### src/hdl/pcw_pkg.sv
// shared constants, types and width helpers for the point curvature window
`default_nettype none
package pcw_pkg;

  localparam int COORD_W = 18;
  localparam int IDX_W   = 17;
  localparam int CURV_W  = 45;

  localparam int INDEX_MAX = 131071;

  localparam logic [CURV_W-1:0] CURV_MAX   = {CURV_W{1'b1}};
  localparam logic [CURV_W-1:0] THR_RESET  = CURV_W'(100000);

  typedef struct packed {
    logic full;
    logic empty;
  } pcw_q_status_t;

  // running window sum over 2h+1 coordinates
  function automatic int sum_width(input int h);
    return COORD_W + $clog2(2 * h + 1);
  endfunction

  // frame_last, centre index, centre coords, window sums
  function automatic int job_width(input int h);
    return 1 + IDX_W + 3 * COORD_W + 3 * sum_width(h);
  endfunction

endpackage
`default_nettype wire

### src/hdl/pcw_queue.sv
// small job queue between front and back
`default_nettype none
module pcw_queue import pcw_pkg::*; #(
  parameter int WIDTH = 8,
  parameter int DEPTH = 4
) (
  input  wire               clk_i,
  input  wire               rst_ni,
  input  wire               push_i,
  input  wire [WIDTH-1:0]   data_i,
  input  wire               pop_i,
  output logic [WIDTH-1:0]  data_o,
  output pcw_q_status_t     status_o
);

  localparam int PW = (DEPTH > 1) ? $clog2(DEPTH) : 1;
  localparam int NW = $clog2(DEPTH + 1);

  logic [WIDTH-1:0] mem_q [DEPTH];
  logic [PW-1:0]    wr_q, rd_q;
  logic [NW-1:0]    cnt_q;

  function automatic logic [PW-1:0] next_ptr(input logic [PW-1:0] p);
    return (p == PW'(DEPTH - 1)) ? '0 : p + 1'b1;
  endfunction

  assign data_o         = mem_q[rd_q];
  assign status_o.full  = cnt_q == NW'(DEPTH);
  assign status_o.empty = cnt_q == '0;

  always_ff @(posedge clk_i) begin
    if (push_i) mem_q[wr_q] <= data_i;
  end

  always_ff @(posedge clk_i or negedge rst_ni) begin
    if (!rst_ni) begin
      wr_q  <= '0;
      rd_q  <= '0;
      cnt_q <= '0;
    end else begin
      if (push_i) wr_q <= next_ptr(wr_q);
      if (pop_i)  rd_q <= next_ptr(rd_q);
      if (push_i && !pop_i) begin
        cnt_q <= cnt_q + 1'b1;
      end else if (pop_i && !push_i) begin
        cnt_q <= cnt_q - 1'b1;
      end
    end
  end

endmodule
`default_nettype wire

### config.mk
export PLATFORM = sky130hd
export DESIGN_NAME = pcw_queue
export DESIGN_NICKNAME = d
export VERILOG_FILES = /design/src/hdl/pcw_pkg.sv /design/src/hdl/pcw_queue.sv
export SDC_FILE = /design/constraint.sdc
export NUM_CORES = 1
export LEC_CHECK = 0
export BUFFER_PORTS_ARGS = -buffer_cell sky130_fd_sc_hd__buf_2
export CORE_ASPECT_RATIO = 0.7
export CORE_MARGIN = 2
export CORE_UTILIZATION = 49
export DETAILED_ROUTE_END_ITERATION = 8
export PLACE_DENSITY = 0.75
export RECOVER_POWER = 50
export SETUP_SLACK_MARGIN = 0.3
export SYNTH_ARGS = -nofsm -noshare
export SYNTH_HDL_FRONTEND = slang
export SYNTH_SLANG_ARGS = --single-unit
### constraint.sdc
create_clock -name clk_i -period 3.85 [get_ports clk_i]
set_input_delay 0.385 -clock clk_i [delete_from_list [all_inputs] [get_ports clk_i]]
set_output_delay 0.385 -clock clk_i [all_outputs]
set_load 0.005 [all_outputs]
## Word-level counts from Yosys, hierarchy flattened

Memories as Yosys holds them, arrays and structs flattened.
Index checks and enable logic that the tools add are counted.

| operators by class | value |
|---|---|
| equal/unequal tests | 3 |
| mux-type cells | 6 |
| add/subtract/negate cells | 4 |
| reduce and logical (&&, ||, !) cells | 6 |

Operator list:

| cell | count |
|---|---|
| two-way mux 3 bit | 2 |
| adder 2 x 1 -> 2 bit (second input constant) | 2 |
| equality test 2 bit (second input constant) | 2 |
| two-way mux 2 bit | 2 |
| adder 3 x 1 -> 3 bit (second input constant) | 1 |
| equality test 3 bit (second input constant) | 1 |
| logical NOT 3 bit | 1 |
| subtractor 3 x 1 -> 3 bit (second input constant) | 1 |
| logical AND 1 bit | 2 |
| logical NOT 1 bit | 2 |
| two-way mux 1 bit | 2 |
| nonzero test 2 bit | 1 |

| word-level totals | value |
|---|---|
| memory bits (writable) | 32 |
| word-level logic and storage cells | 23 |
| memories kept | 1 |
| flip-flop bits (word level) | 7 |
| input bits | 12 |

Memories:

| memory | words | bits a word | read ports | clocked after Yosys merged registers in | wr ports | RTL line | text |
|---|---|---|---|---|---|---|---|
| mem_q | 4 | 8 | 1 | 0 | 1 | pcw_queue.sv:19 | `logic [WIDTH-1:0] mem_q [DEPTH];` |

## Depth between registers and ports, before layout

| logic depth | value |
|---|---|
| word-level depth | 4 |
| gate-level depth with buffers | 7 |

## Least setup slack after synthesis

No wires, ideal clock.

| timing | value |
|---|---|
| kind | input to register |
| start | input port pop_i |
| end | register cnt_q[2] |
| stages | 7 |
| arrival time | 1.414 ns |
| path buffers | 0 |
| setup slack | 2.357 ns |
| cell sequence | inv_1 ha_1 inv_1 fa_1 xor2_1 nor2_1 xor2_1 |

| between the ends | value |
|---|---|
| longest elaborated chain between the ends | 3 |

Ends and longest elaborated chain:

| what | RTL line | text |
|---|---|---|
| start, declared | pcw_queue.sv:11 | `input wire pop_i,` |
| logical NOT 1 bit | pcw_queue.sv:43 | `if (push_i && !pop_i) begin` |
| logical AND 1 bit | pcw_queue.sv:43 |  |
| two-way mux 3 bit / nonzero test 2 bit (equally long branches) | n/a |  |
| end signal, assigned | pcw_queue.sv:44 | `cnt_q <= cnt_q + 1'b1;` |
| end signal, assigned | pcw_queue.sv:46 | `cnt_q <= cnt_q - 1'b1;` |
| end, declared | pcw_queue.sv:21 | `logic [NW-1:0] cnt_q;` |

Parallel ways exist; a longest one is shown, timed or not.
A chain may end at the register's enable or synchronous reset.

## Worst setup path after layout

| timing | value |
|---|---|
| start | register rd_q[0] |
| end | output port data_o[4] |

| between the ends | value |
|---|---|
| longest elaborated chain between the ends | 1 |

Ends and longest elaborated chain:

| what | RTL line | text |
|---|---|---|
| start, declared | pcw_queue.sv:20 | `logic [PW-1:0] wr_q, rd_q;` |
| start signal, assigned | pcw_queue.sv:42 | `if (pop_i) rd_q <= next_ptr(rd_q);` |
| memory (4 x 8 bit) | n/a |  |
| end, declared | pcw_queue.sv:12 | `output logic [WIDTH-1:0] data_o,` |

Every way passes these cells.

==> flow_summary.toml <==
[status]
status = "finished, final reports clean"

[yosys]
synth_top_area_frac = 0.613
synth_area_mm2 = 0.00157
synth_area_leader_cell = "edfxtp_1"
synth_async_sr_flop_share = 0.179
synth_cells = 79
synthFlopType = "edfxtp_1"
synthMuxAreaShare = 0.129
synthSimpleGateAreaFrac = 0.0367
avgSynthCellArea_um2 = 19.8
syn_nets = 98
synth-seq-cells = 39
synth_compound_area_frac = 0.0120
synthTopCellsByArea = "edfxtp_1, mux4_2, dfrtp_1"
yosysSeqAreaShare = 0.725
synth_edf_count = 32
synth_xor_area_frac = 0.0168
ys_warn_count = 0
ys_types = 18
synth_top_family_by_area = "multiplexers"
synth_most_common_cell = "edfxtp_1"
synth_common_cells = "edfxtp_1, mux4_2, dfrtp_1, ha_1"
synthAdderAreaFrac = 0.0607

[clock_network]
cts_made_buffers = 5
insertion_delay_ns = 0.28
cts_resized = 0
clock_path_buffers = 2
ctsHoldBuffers = 1
path_clk_slew_ns = 0.07
cts_tree = "done"
post_cts_buffers = 0
cts-root-buf = "clkbuf_8"
cts.sinks = 39
cts_htree_levels = 2

[routing]
drc_errors = 0
vias_per_cell = 5.06
wirelength_um = 2280
dr.first_iter.drc_count = 52
dr.pass1.iters = 4
avgRoutedWirePerCell_um = 15.7
dr_total_vias = 734
ant_nets = 0

[timing]
slew_violations = 0
worstMarginPinSlew_ns = 0.591
finalSetupTns_ns = 0
finalSetupViolations = 0
skew_ns = 0.00437
period_share = 0.546
slew_headroom = 0.606
rsz0062_at_grt = "false"
max_clock_freq_ghz = 0.476
holdWs_ns = 0.353
hold_viol = 0
fin_crit_ns = 2.10

[final_layout]
layout-drive-gt1-share = 0.271
nets = 125
fillers = 241
diodes = 0
area_growth_pct = 14.0

[worst_setup_path]
end_kind = "primary output"
critPathMaxFanout = 11
required_ns = 3.46
critPathLaunchType = "register"
arrival_ns = 1.72
criticalPathCategory = "register to primary output"

[place]
port_buffers = 21
dp_hpwl_um = 1620
gp_congestion = 0.654

[power]
p_int_uw = 857
swShare = 0.285
p_switching_uw = 341
power_frac_comb = 0.250
power.leakage_uw = 0.000651
p_per_area_mw_per_mm2 = 670
p_seq_frac = 0.533
clkPwrFrac = 0.218
ir_drop_v = 0.000328

[die]
die-width_um = 71.6
num_rows = 17
initial_core_util = 0.505
io-pin-count = 22
dieArea_mm2 = 0.00368
die_h_um = 51.3
core_area_mm2 = 0.00311

[global_route]
grt_first_pass_wirelength_um = 3750
gr-usage-all-layers = 0.148
grt_overflow = 0
grt_pass1_vias = 792
grt_max_degree = 13
antenna_found_initial = 0

[worst_hold_path]
hold_path_class = "input port to register"

[job]
drv_cap = 0
[power groups by stage]
stage	logic, uW	registers [uW]	clock network (uW)
2_1_floorplan	250	597	0
3_3_place_gp	292	645	0
3_5_place_dp	308	651	0
4_1_cts	308	642	267
5_1_grt	335	655	290
6_report	299	638	261
[cells by family (layout without fill, tap and decap cells)]
kind of cell	count (synthesis)	in the layout
AND/OR/NAND/NOR	11	11
AO/OA/AOI/OAI	3	3
XOR/XNOR	3	3
buffers and inverters	6	34
multiplexers	10	10
adder cells (fa/ha/maj)	7	7
flip-flops	39	39
[cells in the final DEF, fill, tap and decap left out, drive strengths merged]
| cell type | n |
|---|---|
| clkinv | 1 |
| dfrtp | 7 |
| o21ai | 2 |
| nor2 | 2 |
| nor3 | 2 |
| edfxtp | 32 |
| xnor2 | 1 |
| nand2 | 2 |
| xor2 | 2 |
| clkbuf | 16 |
| mux4 | 8 |
| clkinvlp | 1 |
| nor3b | 1 |
| inv | 4 |
| fa | 1 |
| mux2 | 2 |
| ha | 6 |
| and2 | 4 |
| dlygate4sd3 | 1 |
| buf | 11 |
| a21o | 1 |
[worst max-delay path, stage by stage, from the launching register on]
cell and delay, ns:
dfrtp_1 0.72, mux4_2 0.58, buf_2 0.14
[per-stage QoR]
stage               setup WS (ns)  std cells   util  instance area (um^2)  total power [uW]
finish                       1.75        145  0.575                  1790              1200
global route                 1.60        145  0.575                  1790              1280
CTS                          1.70        145  0.579                  1800              1220
detailed placement           2.02        136  0.549                  1700               959
global placement             2.03        136  0.549                  1700               937
floorplan                    2.36         79      -                  1570               847
[area by class of cell]
type | count | area (um^2) | share of cell area
clock buffers | 6 | 72.6 | 0.0406
clock inverters | 2 | 12.5 | 0.00700
inverters | 4 | 15.0 | 0.00840
flip-flops and latches | 39 | 1140 | 0.636
well taps | 38 | 47.5 | 0.0266
repair buffers | 22 | 103 | 0.0574
multi-input cells | 34 | 400 | 0.224
[worst paths after layout]
check                      startpoint     endpoint  slack, ns  cells past startpoint
max in group asynchronous      rst_ni      rd_q[1]       3.04                      2
min in group asynchronous      rst_ni     cnt_q[1]       0.53                      2
setup / recovery              rd_q[0]    data_o[4]       1.75                      2
setup reg to reg              wr_q[1]  mem_q[1][0]       2.34                      3
hold / removal              data_i[1]  mem_q[3][1]       0.35                      1
hold reg to reg              cnt_q[2]     cnt_q[2]       0.49                      1
[registers in the layout, summed over array words and instances (netlist names)]
register	count
cnt_q	3
wr_q	2
mem_q	32
rd_q	2
[routing by layer]
metal  up-vias  GRT usage  part of all wire
li1        355          -                 -
met1       360      0.181              0.45
met2        15      0.231              0.49
met3         4     0.0611             0.046
met4         0     0.0660             0.014
met5         -          0                 0
(Power assumes the default switching activity.)
