`src/hdl/pcw_pkg.sv`:
```
// shared constants, types and width helpers for the point curvature window
`default_nettype none
package pcw_pkg;

  localparam int COORD_W = 18;
  localparam int IDX_W   = 17;
  localparam int CURV_W  = 45;

  localparam int INDEX_MAX = 131071;

  localparam logic [CURV_W-1:0] CURV_MAX   = {CURV_W{1'b1}};
  localparam logic [CURV_W-1:0] THR_RESET  = CURV_W'(100000);

  typedef struct packed {
    logic full;
    logic empty;
  } pcw_q_status_t;

  // running window sum over 2h+1 coordinates
  function automatic int sum_width(input int h);
    return COORD_W + $clog2(2 * h + 1);
  endfunction

  // frame_last, centre index, centre coords, window sums
  function automatic int job_width(input int h);
    return 1 + IDX_W + 3 * COORD_W + 3 * sum_width(h);
  endfunction

endpackage
`default_nettype wire

```
`src/hdl/pcw_ifs.sv`:
```
// channel interfaces: point input, result output, threshold write
`default_nettype none
interface pcw_point_if import pcw_pkg::*; ();
  logic                      valid;
  logic                      ready;
  logic signed [COORD_W-1:0] point_x;
  logic signed [COORD_W-1:0] point_y;
  logic signed [COORD_W-1:0] point_z;
  logic                      frame_last;

  modport source (output valid, point_x, point_y, point_z, frame_last, input ready);
  modport sink   (input valid, point_x, point_y, point_z, frame_last, output ready);
endinterface

`default_nettype wire

```
`src/hdl/pcw_front.sv`:
```
// front end: point window, running sums, frame counter, job issue
`default_nettype none
module pcw_front import pcw_pkg::*; #(
  parameter int MAX_POINTS  = 131072,
  parameter int HALF_WINDOW = 5
) (
  input  wire                                  clk_i,
  input  wire                                  rst_ni,
  pcw_point_if.sink                            pt_i,
  input  pcw_q_status_t                        q_status_i,
  output logic                                 push_o,
  output logic [job_width(HALF_WINDOW)-1:0]    job_o
);

  localparam int WIN = 2 * HALF_WINDOW + 1;
  localparam int CW  = $clog2(MAX_POINTS + 1);
  localparam int SW  = sum_width(HALF_WINDOW);
  localparam int IW  = (CW > IDX_W) ? CW : IDX_W;

  logic signed [COORD_W-1:0] win_q [WIN][3];
  logic signed [SW-1:0]      sum_q [3];
  logic signed [SW-1:0]      sum_d [3];
  logic signed [COORD_W-1:0] new_pt [3];
  logic [CW-1:0]             cnt_q;
  logic [CW-1:0]             cnt_d;
  logic [IW-1:0]             cidx_w;
  logic [IDX_W-1:0]          cidx;
  logic                      accept;
  logic                      win_full;

  assign pt_i.ready = !q_status_i.full;
  assign accept     = pt_i.valid && pt_i.ready;

  always_comb begin
    new_pt[0] = pt_i.point_x;
    new_pt[1] = pt_i.point_y;
    new_pt[2] = pt_i.point_z;
    cnt_d     = (cnt_q < CW'(MAX_POINTS)) ? cnt_q + 1'b1 : cnt_q;
    win_full  = cnt_d >= CW'(WIN);
    cidx_w    = IW'(cnt_d) - IW'(HALF_WINDOW + 1);
    cidx      = (cidx_w > IW'(INDEX_MAX)) ? IDX_W'(INDEX_MAX) : cidx_w[IDX_W-1:0];
    for (int a = 0; a < 3; a++) begin
      // oldest point leaves, newest enters
      sum_d[a] = sum_q[a] + SW'(new_pt[a]) - SW'(win_q[0][a]);
    end
  end

  assign push_o = accept && win_full;
  // centre after the shift sits one place further in the current window
  assign job_o  = {pt_i.frame_last, cidx,
                   win_q[HALF_WINDOW+1][0], win_q[HALF_WINDOW+1][1], win_q[HALF_WINDOW+1][2],
                   sum_d[0], sum_d[1], sum_d[2]};

  always_ff @(posedge clk_i or negedge rst_ni) begin
    if (!rst_ni) begin
      cnt_q <= '0;
      for (int a = 0; a < 3; a++) begin
        sum_q[a] <= '0;
        for (int i = 0; i < WIN; i++) win_q[i][a] <= '0;
      end
    end else if (accept) begin
      if (pt_i.frame_last) begin
        cnt_q <= '0;
        for (int a = 0; a < 3; a++) begin
          sum_q[a] <= '0;
          for (int i = 0; i < WIN; i++) win_q[i][a] <= '0;
        end
      end else begin
        cnt_q <= cnt_d;
        for (int a = 0; a < 3; a++) begin
          sum_q[a] <= sum_d[a];
          for (int i = 0; i < WIN - 1; i++) win_q[i][a] <= win_q[i+1][a];
          win_q[WIN-1][a] <= new_pt[a];
        end
      end
    end
  end

endmodule
`default_nettype wire

```
`src/flat_wrapper.sv`:
```
// flat-port wrapper written by rule: the top's interface ports become plain ports
module pcw_front_flat import pcw_pkg::*;
#(
  parameter int MAX_POINTS  = 131072,
  parameter int HALF_WINDOW = 5
)
  (clk_i, rst_ni, q_status_i, push_o, job_o, pt_i_valid, pt_i_point_x, pt_i_point_y, pt_i_point_z, pt_i_frame_last, pt_i_ready);
  pcw_point_if pt_i_i ();
  input  wire clk_i;
  input  wire rst_ni;
  input  pcw_q_status_t q_status_i;
  output logic push_o;
  output logic [job_width(HALF_WINDOW)-1:0] job_o;
  input wire logic [$bits(pt_i_i.valid)-1:0] pt_i_valid;
  input wire logic [$bits(pt_i_i.point_x)-1:0] pt_i_point_x;
  input wire logic [$bits(pt_i_i.point_y)-1:0] pt_i_point_y;
  input wire logic [$bits(pt_i_i.point_z)-1:0] pt_i_point_z;
  input wire logic [$bits(pt_i_i.frame_last)-1:0] pt_i_frame_last;
  output wire logic [$bits(pt_i_i.ready)-1:0] pt_i_ready;
  assign pt_i_i.valid = pt_i_valid;
  assign pt_i_i.point_x = pt_i_point_x;
  assign pt_i_i.point_y = pt_i_point_y;
  assign pt_i_i.point_z = pt_i_point_z;
  assign pt_i_i.frame_last = pt_i_frame_last;
  assign pt_i_ready = pt_i_i.ready;
  pcw_front #(.MAX_POINTS(MAX_POINTS), .HALF_WINDOW(HALF_WINDOW)) u_core (.clk_i(clk_i), .rst_ni(rst_ni), .pt_i(pt_i_i), .q_status_i(q_status_i), .push_o(push_o), .job_o(job_o));
endmodule
```
`config.mk`:
```
export PLATFORM = sky130hd
export DESIGN_NAME = pcw_front_flat
export DESIGN_NICKNAME = d
export VERILOG_FILES = /design/src/hdl/pcw_pkg.sv /design/src/hdl/pcw_ifs.sv /design/src/hdl/pcw_front.sv /design/src/flat_wrapper.sv
export SDC_FILE = /design/constraint.sdc
export NUM_CORES = 1
export LEC_CHECK = 0
export ABC_CLOCK_PERIOD_IN_PS = 4250
export BUFFER_PORTS_ARGS = -buffer_cell sky130_fd_sc_hd__buf_2
export CORE_ASPECT_RATIO = 0.7
export CORE_MARGIN = 2
export CORE_UTILIZATION = 55
export DETAILED_ROUTE_END_ITERATION = 16
export PLACE_DENSITY = 0.78
export SYNTH_ARGS = -nofsm -noshare
export SYNTH_HDL_FRONTEND = slang
export SYNTH_SLANG_ARGS = --single-unit
```
`constraint.sdc`:
```
create_clock -name clk_i -period 4.25 [get_ports clk_i]
set_clock_uncertainty 0.1 [all_clocks]
set_input_delay 0.85 -clock clk_i [delete_from_list [all_inputs] [get_ports clk_i]]
set_output_delay 0.85 -clock clk_i [all_outputs]
set_load 0.01 [all_outputs]
```
== Word-level counts from Yosys, hierarchy flattened ==
Index checks and enable logic that the tools add are counted.
Word-level totals
  bits of input ports: 60
  register bits after elaboration: 678
Cells by class
  mux-type cells: 5
  order comparisons: 3
  add/subtract/negate cells: 8
  reduce and logical (&&, ||, !) cells: 3
Operator list (count)
  $mux W594: 1
  $add A22 B18 Y22: 3
  $mux W66: 1
  $sub A22 B18 Y22: 3
  $mux W18: 2
  $add A18 B1 Y18 const B: 1
  $ge A18 B4 Y1 const B: 1
  $gt A18 B17 Y1 const B: 1
  $lt A18 B18 Y1 const B: 1
  $sub A18 B3 Y18 const B: 1
  $mux W17: 1
  $logic_and A1 B1 Y1: 2
  $logic_not A1 Y1: 1

== Logic depth before layout (Yosys ltp) ==
  depth after elaboration: 5
  depth in mapped cells: 13
  mapped depth without buffers: 13

== Worst setup path after synthesis ==
OpenSTA, ideal clock, no wires.
  kind: input-to-output
  start: in pt_i_point_z[1]
  end: out job_o[18]
  stages: 11
  slack: -147 ps
  arrival time: 3447 ps
  data required time: 3300 ps
  cell sequence: inv_1 fa_1 inv_1 fa_1 a211o_1 a211oi_1 o211a_1 o31ai_2 a211oi_1 o21bai_1 xor2_1
Between the ends
  cells in the longest elaborated chain, start to end: 2
RTL lines
  start: declaration: RTL line flat_wrapper.sv:17  | input wire logic [$bits(pt_i_i.point_z)-1:0] pt_i_point_z;
  $add A22 B18 Y22: RTL line pcw_front.sv:44  | sum_d[a] = sum_q[a] + SW'(new_pt[a]) - SW'(win_q[0][a]);
  $sub A22 B18 Y22: RTL line pcw_front.sv:44
  end: declaration: RTL line flat_wrapper.sv:13  | output logic [job_width(HALF_WINDOW)-1:0] job_o;
No other way between the ends.

== Worst setup path after layout ==
  start: in pt_i_point_z[7]
  end: out job_o[20]
The elaborated chain is that of the path after synthesis.

==> flow_summary_export.csv <==
group,metric,value,unit
status,status,"finished, violations left",
status,violations,"negative setup slack",
clocking,cts_root_buf,"clkbuf_16",
synth,synth-edff-count,0,
synth,synth_common_cells,"nand2_1 (1224), dfrtp_1 (678), o21ai_0 (634)",
setup_path,cp_data_required_time,3.30,ns
detailed_routing,drt-initial-drc-count,2355,
timing,min_period,4.68,ns
detailed_routing,drc,0,
synth,syn-num-nets,3917,
timing,relSlewSlack,45.4,%
global_route,antenna_found_initial,2,
detailed_routing,wl,83600,µm
synth,yosys.cell_types.count,81,
setup_path,cp.buffers_inverters,4,
floorplanning,design.core.area,58600,µm²
setup_path,cp-start-kind,"input pin",
global_route,grt_pass1_wl,131000,µm
synth,syn_area,32800,µm²
timing,setup_viol,32,
finish,area.growth.synth_to_final,20.4,%
timing,timing.final.crit_share,110,%
flow_run,maxCapViolations,0,
setup_path,crit_family,"adder cells",
setup_path,crit_path_end_kind,"output port",
clocking,cts_sinks,678,
timing,worst_hold_slack,0.114,ns
global_route,grt_pass1_vias,25500,
clocking,tritoncts,"yes",
placed_design,hpwl,52800,µm
timing,hold_violations,0,
finish,final_util,67.4,%
floorplanning,dieWidth,296,µm
finish,fill_cells,4261,
floorplanning,dieHeight,208,µm
setup_path,path_common_cell,"inv_1",
global_route,grt_max_degree,146,
floorplanning,start_util,55.9,%
power_and_ir_drop,leakage,0.0182,µW
finish,layout.cells.non_filler,4831,
synth,ys_warn_count,0,
placed_design,dp_cells,4656,
clocking,cts_hold_buf,0,
detailed_routing,ant_nets,0,
global_route,grt-ovfl-total,0,
setup_path,arrival,3.73,ns
clocking,htree_levels,2,
clocking,clk_latency,0.65,ns
clocking,cts.clk_slew.worst_paths,0.06,ns
clocking,cts_buffers,61,
setup_path,slowest_stage,"fa_1",
setup_path,max_stage_delay,0.54,ns
placed_design,place_ws,-0.608,ns
floorplanning,io_pins,200,
timing,grt_setup_unrepaired,"true",
global_route,grtUsageTotal,26.2,%
setup_path,worstPathCellList,"buf_2, inv_1, fa_1, inv_1, ha_1, nand4_1, or2_1, o211a_4, o31ai_4, nor3_2, o21ai_1, xor2_1, buf_4",
setup_path,path_max_fanout,3,
detailed_routing,vias_per_cell,5.46,
floorplanning,die-area,61600,µm²
detailed_routing,post_drt_wl_per_cell,17.3,µm
timing,final_max_slew_viol_count,0,
timing,tightestPinTransition,0.819,ns
synth,ys.flop_type,"dfrtp_1",
clocking,clock_path_buffers,3,
timing,timing.final.ws_setup,-0.429,ns
synth,syn-mean-instance-area,8.81,µm²
power_and_ir_drop,max-vdd-ir-drop,0.000635,V
detailed_routing,first_pass_iters,6,
synth,syn_inst,3723,
synth,async_flop_share,100,%
finish,nets,4178,
setup_path,worstSetupPathType,"in2out",
synth,ys_ff_latch,678,
floorplanning,rows,74,
synth,synth_top_cell_area_share,51.7,%
placed_design,finalWeightedCongestion,0.878,
detailed_routing,vias,26400,
synth,synth.most_common_cell,"nand2_1",
synth,yosysTopAreaCell,"dfrtp_1",
power_and_ir_drop,p_per_area,617,nW/µm²
placed_design,numPortBuffers,198,
finish,layout-drive-gt1-share,20.7,%
timing,fmax,214,MHz
worst_hold_path,hold_class,"in2async",
synth,ys_top_cells_by_area,"dfrtp_1 (52%), nand2_1 (14%), o21ai_0 (9.7%), fa_1 (3.8%), inv_1 (3.0%)",
synth,seq_area_frac_synth,51.7,%
## power by group
group          switching (µW)  internal [µW]
sequential                224           6880
clock                    2560           3280
combinational            5990           5430
## sequential cells by signal (all words and copies together), names as in the netlist
name	count
u_core.sum_q	66
u_core.win_q	540
u_core.job_o	54
u_core.cnt_q	18
## logic make-up (layout without fill, tap and decap cells)
| kind of cell | Yosys count | after routing | share of synthesized area (%) |
|---|---|---|---|
| buffers and inverters | 552 | 860 | 7.10 |
| other | 0 | 2 | 0 |
| AO/OA/AOI/OAI | 865 | 865 | 15.0 |
| AND/OR/NAND/NOR | 1407 | 1407 | 17.2 |
| flip-flops | 678 | 678 | 51.7 |
| multiplexers | 2 | 2 | 0.0611 |
| XOR/XNOR | 85 | 85 | 2.33 |
| adder cells (fa/ha/maj) | 134 | 134 | 6.56 |
## metrics by stage
stage / setup TNS, ns / cell area (µm²) / total power, µW
2_1_floorplan: -0.0154 / 32800 / 11900
3_3_place_gp: -8.59 / 35500 / 15500
3_5_place_dp: -9.86 / 35500 / 15600
4_1_cts: -4.81 / 38600 / 22900
5_1_grt: -9.77 / 39500 / 25500
6_report: -5.75 / 39500 / 24400
## per-layer routing
layer | track usage [%] | part of all wire [%] | up-vias
li1 | - | - | 12500
met1 | 35.6 | 41 | 12900
met2 | 44.1 | 51 | 765
met3 | 3.38 | 5.1 | 184
met4 | 8.23 | 3.0 | 0
met5 | 0 | 0 | -
## path summary, 6_finish.rpt
| path | from | end | slack [ns] | depth (start not counted) |
|---|---|---|---|---|
| min in group clk_i | u_core.win_q[12]$_DFFE_PN0P_ | u_core.win_q[12]$_DFFE_PN0P_ | 0.38 | 2 |
| worst max-delay path | pt_i_point_z[7] | job_o[20] | -0.43 | 13 |
| worst min register to register | u_core.win_q[12]$_DFFE_PN0P_ | u_core.win_q[12]$_DFFE_PN0P_ | 0.38 | 2 |
| max in group asynchronous | rst_ni | u_core.sum_q[10]$_DFFE_PN0P_ | 2.90 | 2 |
| worst max register to register | u_core.win_q[564]$_DFFE_PN0P_ | u_core.sum_q[43]$_DFFE_PN0P_ | 0.69 | 16 |
| worst min-delay path | rst_ni | u_core.win_q[207]$_DFFE_PN0P_ | 0.11 | 1 |
## final cells by class
class	count	area [µm²]	area share [%]
multi-input combinational	2493	14800	37.6
clock buffer	79	1700	4.32
inverter	262	991	2.51
antenna	2	5.00	0.0127
clock inverter	31	410	1.04
timing repair buffer	488	3560	9.01
tap	798	998	2.53
sequential	678	17000	43.0
## layout by cell type (no fill, tap or decap), types with 8 or more instances in the layout
cell and instances:
xnor2_1 36, nand2_1 1219, a21oi_1 24, a21o_1 20
nor3_2 8, o21ai_2 11, buf_2 188, nand3_1 25
o21ai_0 614, buf_6 19, nand2_2 11, inv_1 236
inv_2 25, xnor2_2 19, o31ai_1 58, clkbuf_16 61
o21a_1 9, xor2_1 20, a22o_1 10, clkinv_2 12
a31o_2 11, ha_4 26, nand4_1 12, nor3_1 8
buf_4 257, clkbuf_8 11, dfrtp_1 671, a211oi_2 8
ha_1 42, buf_12 23, fa_1 60, nor2_1 53
a21oi_2 18
## repair_timing
action                                  4_1_cts  5_1_grt
endpoints found under the setup margin       57       59
gates resized for setup                     157      124
pin swaps                                    96       82
buffers inserted                             33       36
hold endpoints to repair                      0        0
Note: power is estimated with default switching activity, not from simulation.
