### config.mk
export PLATFORM = sky130hd
export DESIGN_NAME = pcw_back_flat
export DESIGN_NICKNAME = d
export VERILOG_FILES = /design/src/hdl/pcw_pkg.sv /design/src/hdl/pcw_ifs.sv /design/src/hdl/pcw_back.sv /design/src/flat_wrapper.sv
export SDC_FILE = /design/constraint.sdc
export NUM_CORES = 2
export LEC_CHECK = 0
export ABC_AREA = 1
export BUFFER_PORTS_ARGS = -buffer_cell sky130_fd_sc_hd__buf_2
export CAP_MARGIN = 20
export CORE_ASPECT_RATIO = 0.7
export CORE_MARGIN = 1.5
export CORE_UTILIZATION = 27
export DETAILED_ROUTE_END_ITERATION = 8
export PLACE_DENSITY = 0.49
export SETUP_SLACK_MARGIN = 0.15
export SLEW_MARGIN = 20
export SYNTH_ARGS = -nofsm -noshare
export SYNTH_HDL_FRONTEND = slang
export SYNTH_SLANG_ARGS = --single-unit
### constraint.sdc
create_clock -name clk_i -period 15.1 [get_ports clk_i]
set_clock_uncertainty 0.2 [all_clocks]
set_input_delay 4.53 -clock clk_i [delete_from_list [all_inputs] [get_ports clk_i]]
set_output_delay 4.53 -clock clk_i [all_outputs]
set_load 0.01 [all_outputs]
### src/hdl/pcw_pkg.sv
// shared constants, types and width helpers for the point curvature window
`default_nettype none
package pcw_pkg;

  localparam int COORD_W = 18;
  localparam int IDX_W   = 17;
  localparam int CURV_W  = 45;

  localparam int INDEX_MAX = 131071;

  localparam logic [CURV_W-1:0] CURV_MAX   = {CURV_W{1'b1}};
  localparam logic [CURV_W-1:0] THR_RESET  = CURV_W'(100000);

  typedef struct packed {
    logic full;
    logic empty;
  } pcw_q_status_t;

  // running window sum over 2h+1 coordinates
  function automatic int sum_width(input int h);
    return COORD_W + $clog2(2 * h + 1);
  endfunction

  // frame_last, centre index, centre coords, window sums
  function automatic int job_width(input int h);
    return 1 + IDX_W + 3 * COORD_W + 3 * sum_width(h);
  endfunction

endpackage
`default_nettype wire

### src/hdl/pcw_ifs.sv
// channel interfaces: point input, result output, threshold write
`default_nettype none


interface pcw_result_if import pcw_pkg::*; ();
  logic                      valid;
  logic                      ready;
  logic [IDX_W-1:0]          centre_index;
  logic signed [COORD_W-1:0] centre_x;
  logic signed [COORD_W-1:0] centre_y;
  logic signed [COORD_W-1:0] centre_z;
  logic [CURV_W-1:0]         curvature;
  logic                      above_threshold;
  logic                      below_threshold;
  logic                      frame_end;

  modport source (output valid, centre_index, centre_x, centre_y, centre_z, curvature,
                  above_threshold, below_threshold, frame_end, input ready);
  modport sink   (input valid, centre_index, centre_x, centre_y, centre_z, curvature,
                  above_threshold, below_threshold, frame_end, output ready);
endinterface

`default_nettype wire

### src/hdl/pcw_back.sv
// back end: difference, square and sum pipe with threshold compare
`default_nettype none
module pcw_back import pcw_pkg::*; #(
  parameter int HALF_WINDOW = 5
) (
  input  wire                                clk_i,
  input  wire                                rst_ni,
  input  pcw_q_status_t                      q_status_i,
  input  wire [job_width(HALF_WINDOW)-1:0]   job_i,
  output logic                               pop_o,
  input  wire [CURV_W-1:0]                   thr_i,
  pcw_result_if.source                       res_o
);

  localparam int WIN  = 2 * HALF_WINDOW + 1;
  localparam int SW   = sum_width(HALF_WINDOW);
  localparam int DW   = SW + 1;
  localparam int QW   = 2 * DW;
  localparam int TW   = (QW + 2 > CURV_W + 1) ? QW + 2 : CURV_W + 1;
  localparam int MW   = 1 + IDX_W + 3 * COORD_W;
  localparam logic signed [DW-1:0] WIN_C = DW'(WIN);

  logic                 en;
  logic [MW-1:0]        meta_job;
  logic signed [SW-1:0] sum_in [3];
  logic signed [DW-1:0] diff_d [3];
  logic signed [DW-1:0] diff_q [3];
  logic signed [QW-1:0] dext [3];
  logic [QW-1:0]        sq_d [3];
  logic [QW-1:0]        sq_q [3];
  logic [MW-1:0]        meta1_q, meta2_q;
  logic                 v1_q, v2_q, vo_q;
  logic [TW-1:0]        total;
  logic [CURV_W-1:0]    curv_d;

  logic [IDX_W-1:0]          idx_q;
  logic signed [COORD_W-1:0] cx_q, cy_q, cz_q;
  logic [CURV_W-1:0]         curv_q;
  logic                      above_q, below_q, end_q;

  // whole pipe moves unless the output holds an untaken result
  assign en    = !vo_q || res_o.ready;
  assign pop_o = en && !q_status_i.empty;

  assign meta_job  = job_i[3*SW +: MW];
  assign sum_in[0] = job_i[2*SW +: SW];
  assign sum_in[1] = job_i[SW +: SW];
  assign sum_in[2] = job_i[0 +: SW];

  always_comb begin
    for (int a = 0; a < 3; a++) begin
      // neighbours minus 2h times centre = window sum minus (2h+1) times centre
      diff_d[a] = DW'(sum_in[a]) - DW'($signed(meta_job[(2-a)*COORD_W +: COORD_W])) * WIN_C;
      dext[a]   = QW'(diff_q[a]);
      sq_d[a]   = dext[a] * dext[a];
    end
    total  = TW'(sq_q[0]) + TW'(sq_q[1]) + TW'(sq_q[2]);
    curv_d = (total > TW'(CURV_MAX)) ? CURV_MAX : total[CURV_W-1:0];
  end

  always_ff @(posedge clk_i or negedge rst_ni) begin
    if (!rst_ni) begin
      v1_q <= 1'b0;
      v2_q <= 1'b0;
      vo_q <= 1'b0;
    end else if (en) begin
      v1_q <= !q_status_i.empty;
      v2_q <= v1_q;
      vo_q <= v2_q;
    end
  end

  always_ff @(posedge clk_i) begin
    if (en) begin
      meta1_q <= meta_job;
      meta2_q <= meta1_q;
      for (int a = 0; a < 3; a++) begin
        diff_q[a] <= diff_d[a];
        sq_q[a]   <= sq_d[a];
      end
      end_q   <= meta2_q[MW-1];
      idx_q   <= meta2_q[3*COORD_W +: IDX_W];
      cx_q    <= meta2_q[2*COORD_W +: COORD_W];
      cy_q    <= meta2_q[COORD_W +: COORD_W];
      cz_q    <= meta2_q[0 +: COORD_W];
      curv_q  <= curv_d;
      above_q <= curv_d > thr_i;
      below_q <= curv_d < thr_i;
    end
  end

  assign res_o.valid           = vo_q;
  assign res_o.centre_index    = idx_q;
  assign res_o.centre_x        = cx_q;
  assign res_o.centre_y        = cy_q;
  assign res_o.centre_z        = cz_q;
  assign res_o.curvature       = curv_q;
  assign res_o.above_threshold = above_q;
  assign res_o.below_threshold = below_q;
  assign res_o.frame_end       = end_q;

endmodule
`default_nettype wire

### src/flat_wrapper.sv
// flat-port wrapper written by rule: the top's interface ports become plain ports
module pcw_back_flat import pcw_pkg::*;
#(
  parameter int HALF_WINDOW = 5
)
  (clk_i, rst_ni, q_status_i, job_i, pop_o, thr_i, res_o_valid, res_o_centre_index, res_o_centre_x, res_o_centre_y, res_o_centre_z, res_o_curvature, res_o_above_threshold, res_o_below_threshold, res_o_frame_end, res_o_ready);
  pcw_result_if res_o_i ();
  input  wire clk_i;
  input  wire rst_ni;
  input  pcw_q_status_t q_status_i;
  input  wire [job_width(HALF_WINDOW)-1:0] job_i;
  output logic pop_o;
  input  wire [CURV_W-1:0] thr_i;
  output wire logic [$bits(res_o_i.valid)-1:0] res_o_valid;
  output wire logic [$bits(res_o_i.centre_index)-1:0] res_o_centre_index;
  output wire logic [$bits(res_o_i.centre_x)-1:0] res_o_centre_x;
  output wire logic [$bits(res_o_i.centre_y)-1:0] res_o_centre_y;
  output wire logic [$bits(res_o_i.centre_z)-1:0] res_o_centre_z;
  output wire logic [$bits(res_o_i.curvature)-1:0] res_o_curvature;
  output wire logic [$bits(res_o_i.above_threshold)-1:0] res_o_above_threshold;
  output wire logic [$bits(res_o_i.below_threshold)-1:0] res_o_below_threshold;
  output wire logic [$bits(res_o_i.frame_end)-1:0] res_o_frame_end;
  input wire logic [$bits(res_o_i.ready)-1:0] res_o_ready;
  assign res_o_valid = res_o_i.valid;
  assign res_o_centre_index = res_o_i.centre_index;
  assign res_o_centre_x = res_o_i.centre_x;
  assign res_o_centre_y = res_o_i.centre_y;
  assign res_o_centre_z = res_o_i.centre_z;
  assign res_o_curvature = res_o_i.curvature;
  assign res_o_above_threshold = res_o_i.above_threshold;
  assign res_o_below_threshold = res_o_i.below_threshold;
  assign res_o_frame_end = res_o_i.frame_end;
  assign res_o_i.ready = res_o_ready;
  pcw_back #(.HALF_WINDOW(HALF_WINDOW)) u_core (.clk_i(clk_i), .rst_ni(rst_ni), .q_status_i(q_status_i), .job_i(job_i), .pop_o(pop_o), .thr_i(thr_i), .res_o(res_o_i));
endmodule
---- Word level (Yosys, flattened, before mapping) ----
Memory sizes are Yosys's and may differ from the RTL's.
Cells that the tools add are included.
operators by class
  mux-type cells .......................... 3
  $mul .................................... 6
  $lt $le $gt $ge ......................... 3
  $add $sub $neg .......................... 5
  reductions and logical operators ........ 4
operators with widths
  operator               number
  $mul 23x23->46         3
  $mul 18x5->23 const B  3
  $sub 22x23->23         3
  $add 48x46->48         1
  $gt 48x45->1 const B   1
  $add 46x46->47         1
  $gt 45x45->1           1
  $lt 45x45->1           1
  $mux 45                1
  $logic_not 1->1        2
  $mux 1                 2
  $logic_and 1x1->1      1
  $logic_or 1x1->1       1
word-level totals
  logic and storage cells ................. 36
  input port bits ......................... 188
  output and inout bits ................... 121
  RAM bits ................................ 207
  flip-flop bits (word level) ............. 266
  memories ................................ 2
memory list
  memory         words  bits a word  read ports  clocked after memory_dff  wr ports  line            RTL
  u_core.sq_q    3      46           3           0                         3         pcw_back.sv:30  logic [QW-1:0] sq_q [3];
  u_core.diff_q  3      23           3           0                         3         pcw_back.sv:27  logic signed [DW-1:0] diff_q [3];

---- Longest topological paths before layout ----
An unclocked memory read counts as a cell.
  depth in word-level cells ............... 6
  gate-level depth with buffers ........... 41
  gate-level depth less buffers ........... 40

---- Worst setup path after synthesis ----
Ideal clock, no wire load.
  path type ............................... in2reg
  start ................................... input port res_o_ready
  end ..................................... memory u_core.diff_q[0][0] in the netlist's numbering (enable)
  cell stages on the path ................. 2
  data arrival time ....................... 13.637 ns
  slack ................................... 0.446 ns
  library setup time ...................... 0.817 ns
  required time ........................... 14.083 ns
  path buffers ............................ 0
  path through ............................ nor2_1 > inv_1
RTL lines
  element          line                RTL
  start, declared  flat_wrapper.sv:23  input wire logic [$bits(res_o_i.ready)-1:0] res_o_ready;
  end, declared    pcw_back.sv:27

---- Worst setup path in the final report ----
  start ................................... input port res_o_ready
  end ..................................... output port pop_o
between the ends
  cells in the longest elaborated chain, start to end .. 2
RTL lines
  element            line                RTL
  $logic_or 1x1->1   pcw_back.sv:42      assign en = !vo_q || res_o.ready;
  $logic_and 1x1->1  pcw_back.sv:43      assign pop_o = en && !q_status_i.empty;
  end, declared      flat_wrapper.sv:12  output logic pop_o;
No other way between the ends.

==> qor.txt <==
Post-CTS setup buffer count - 0
R2R Setup Slk - 7.09 ns
DR WL/cell - 16.7 um
Top_reg_cell synth - edfxtp_1
CP Capture Type - primary output
TritonRoute pass-1 iters - 6
Die area - 317000 um2
Worst-Margin Slew - 1.05 ns
Register bit total from synthesis - 470
# H-tree levels - 2
Number of nets with antenna violations after routing - 0
Max_cap viols - 0
Most common cell after layout, fill and taps aside - inv_1
Synth Area in XOR/XNOR - 3.34%
Die Height - 471 um
Synthesized area - 84600 um2
Area grow syn2layout - 10.3%
Cts repair resizes - 0
Min Clock Period, post-route - 10.07 ns
Max Slew Vio Count - 0
Share of layout cells above drive strength 1 - 6.18%
Final Setup Violations - 0
Core Box Area - 311000 um2
# placed instances - 13723
I/O Pins - 309
WL final - 230000 um
DR iter-0 viols - 4466
Adder-cell share of the synthesized area - 49.5%
Hold-fix buffers, CTS - 0
Final #Nets - 12177
# rows - 171
RR Endpoint - u_core.sq_q[0][87]
Worst path arrival time - 5.34 ns
Placer Congestion - 0.908
Setup tns final - 0 ns
Initial core utilization - 27.2%
CP Data Required Time - 10.37 ns
Syn_area_per_cell - 9.06 um2
Vias in the first global route - 61391
Cells after Synth - 9341
Hold path cells - 0
Yosys synthesis warning count - 0
I/O Buffers - 307
Worst rel slew slack - 30.3%
CTS tree - yes
Largest net degree at the start of global routing - 126
Crit Path Max Fanout - 5
Largest family of logic cells by synthesized area - adder cells
Final period utilization - 66.7%
Final cell count without fillers - 13837
Final Hold Violating Endpoints - 0
Min-delay src - u_core.meta2_q[32]
RSZ-0062 raised after global routing - no
Grt ovf - 0
Vias/cell - 4.27
Status - finished, final reports clean
CTS Root Cell - clkbuf_16
Initial antenna violation count - 25
Post-synthesis simple-gate area fraction - 12.4%
Most frequent cells in the layout - 2788 x inv_1, 1682 x nand2_1, 1656 x fa_1, 700 x ha_1, 467 x edfxtp_1
Synth cell types - 48
Mux cell area share after synthesis - 0%
WHS Endpoint - u_core.res_o.centre_y[14]
Synth Area in Compound Gates - 4.86%
Clk Latency, worst-skew pair - 0.76 ns
Number of synthesized flops with an enable pin - 467
Vias - 59054
Clock Pin Slew Worst Setup and Hold Paths - 0.06 ns
Hpwl dp - 194000 um
Sequential fraction of the synthesis area - 16.7%
Post-synth net total - 11886
Maximum clock rate - 99.3 MHz
Filler cell count - 33192
HP Class - flop to flop
Die width - 672 um
DR DRC count - 0
CP Class - primary input to primary output
GRT Util Overall - 14.8%
Crit start category - primary input
R2R cell count - 22
First-pass GRT wire length - 364000 um
Reg2reg start - u_core.diff_q[0][45]
Async set-reset flop share out of synthesis - 0.638%
Clock tree sinks - 470
Num CTS Buffers - 59
Clock buffer depth - 3
## critical path: stages
cell	delay, ns
buf_2	0.09
nor2_1	0.44
nor2_1	0.10
buf_2	0.16
## per-stage QoR
step,utilization (%),hold WS (ns),setup slack (ns),instance area (um2)
2_1_floorplan,-,0.200,0.446,84600
3_3_place_gp,29.4,0.200,5.04,91300
3_5_place_dp,29.4,0.205,5.05,91300
4_1_cts,30.0,0.118,5.05,93300
5_1_grt,30.0,0.143,4.94,93300
6_report,30.0,0.147,5.03,93300
## per-layer routing
metal	share of wire, %	global-route usage (%)	vias to the layer above
met5	0.061	0	-
met4	1.2	1.95	22
met3	8.5	3.68	163
met2	37	19.4	1626
met1	54	24.2	28878
li1	-	-	28365
## kinds of logic (layout without fill, tap and decap cells)
| kind of cell | after synthesis | in the layout |
|---|---|---|
| fa+ha+maj | 2357 | 2357 |
| xor+xnor | 323 | 323 |
| other cells | 0 | 5 |
| simple gates | 2506 | 2506 |
| flops | 470 | 470 |
| buf+inv | 2956 | 3295 |
| compound gates | 729 | 729 |
## Yosys cell counts (126+ instances only)
cell	n	share of area (%)
xnor2_1	126	1.3
xor2_1	197	2.0
nand3_1	173	1.0
o21ai_0	183	1.1
edfxtp_1	467	17
a21oi_1	332	2.0
inv_1	2789	12
nor2_1	418	1.9
nand2_1	1682	7.5
ha_1	700	10
fa_1	1657	39
clkbuf_1	144	0.64
## worst max path at each step
stage | from | cells after the start | end | slack [ns]
after floorplan | res_o_ready | 2 | u_core.diff_q[0][0] | 0.45
after CTS | res_o_ready | 4 | pop_o | 5.05
after detailed placement | res_o_ready | 4 | pop_o | 5.05
after global placement | res_o_ready | 4 | pop_o | 5.04
after global routing | res_o_ready | 4 | pop_o | 4.94
final | res_o_ready | 4 | pop_o | 5.03
## sequential cells by signal (all words and copies together), names as in the netlist, 18 cells and up
name / count
u_core.res_o.curvature: 45
u_core.sq_q: 135
u_core.res_o.centre_y: 18
u_core.meta2_q: 72
u_core.res_o.centre_x: 18
u_core.res_o.centre_z: 18
u_core.diff_q: 69
u_core.meta1_q: 72
## final cells by class
type	instances	area [um2]	area share (%)
multi-input combinational	5915	59300	63.6
clock buffer	63	1490	1.60
sequential	470	14100	15.1
antenna	5	12.5	0.0134
timing repair buffer	388	2160	2.31
clock inverter	46	505	0.542
tap	4152	5190	5.57
inverter	2798	10500	11.3
Power is not shown: default switching activity piles up to over one toggle a cycle in this logic, so the estimate is an artifact.
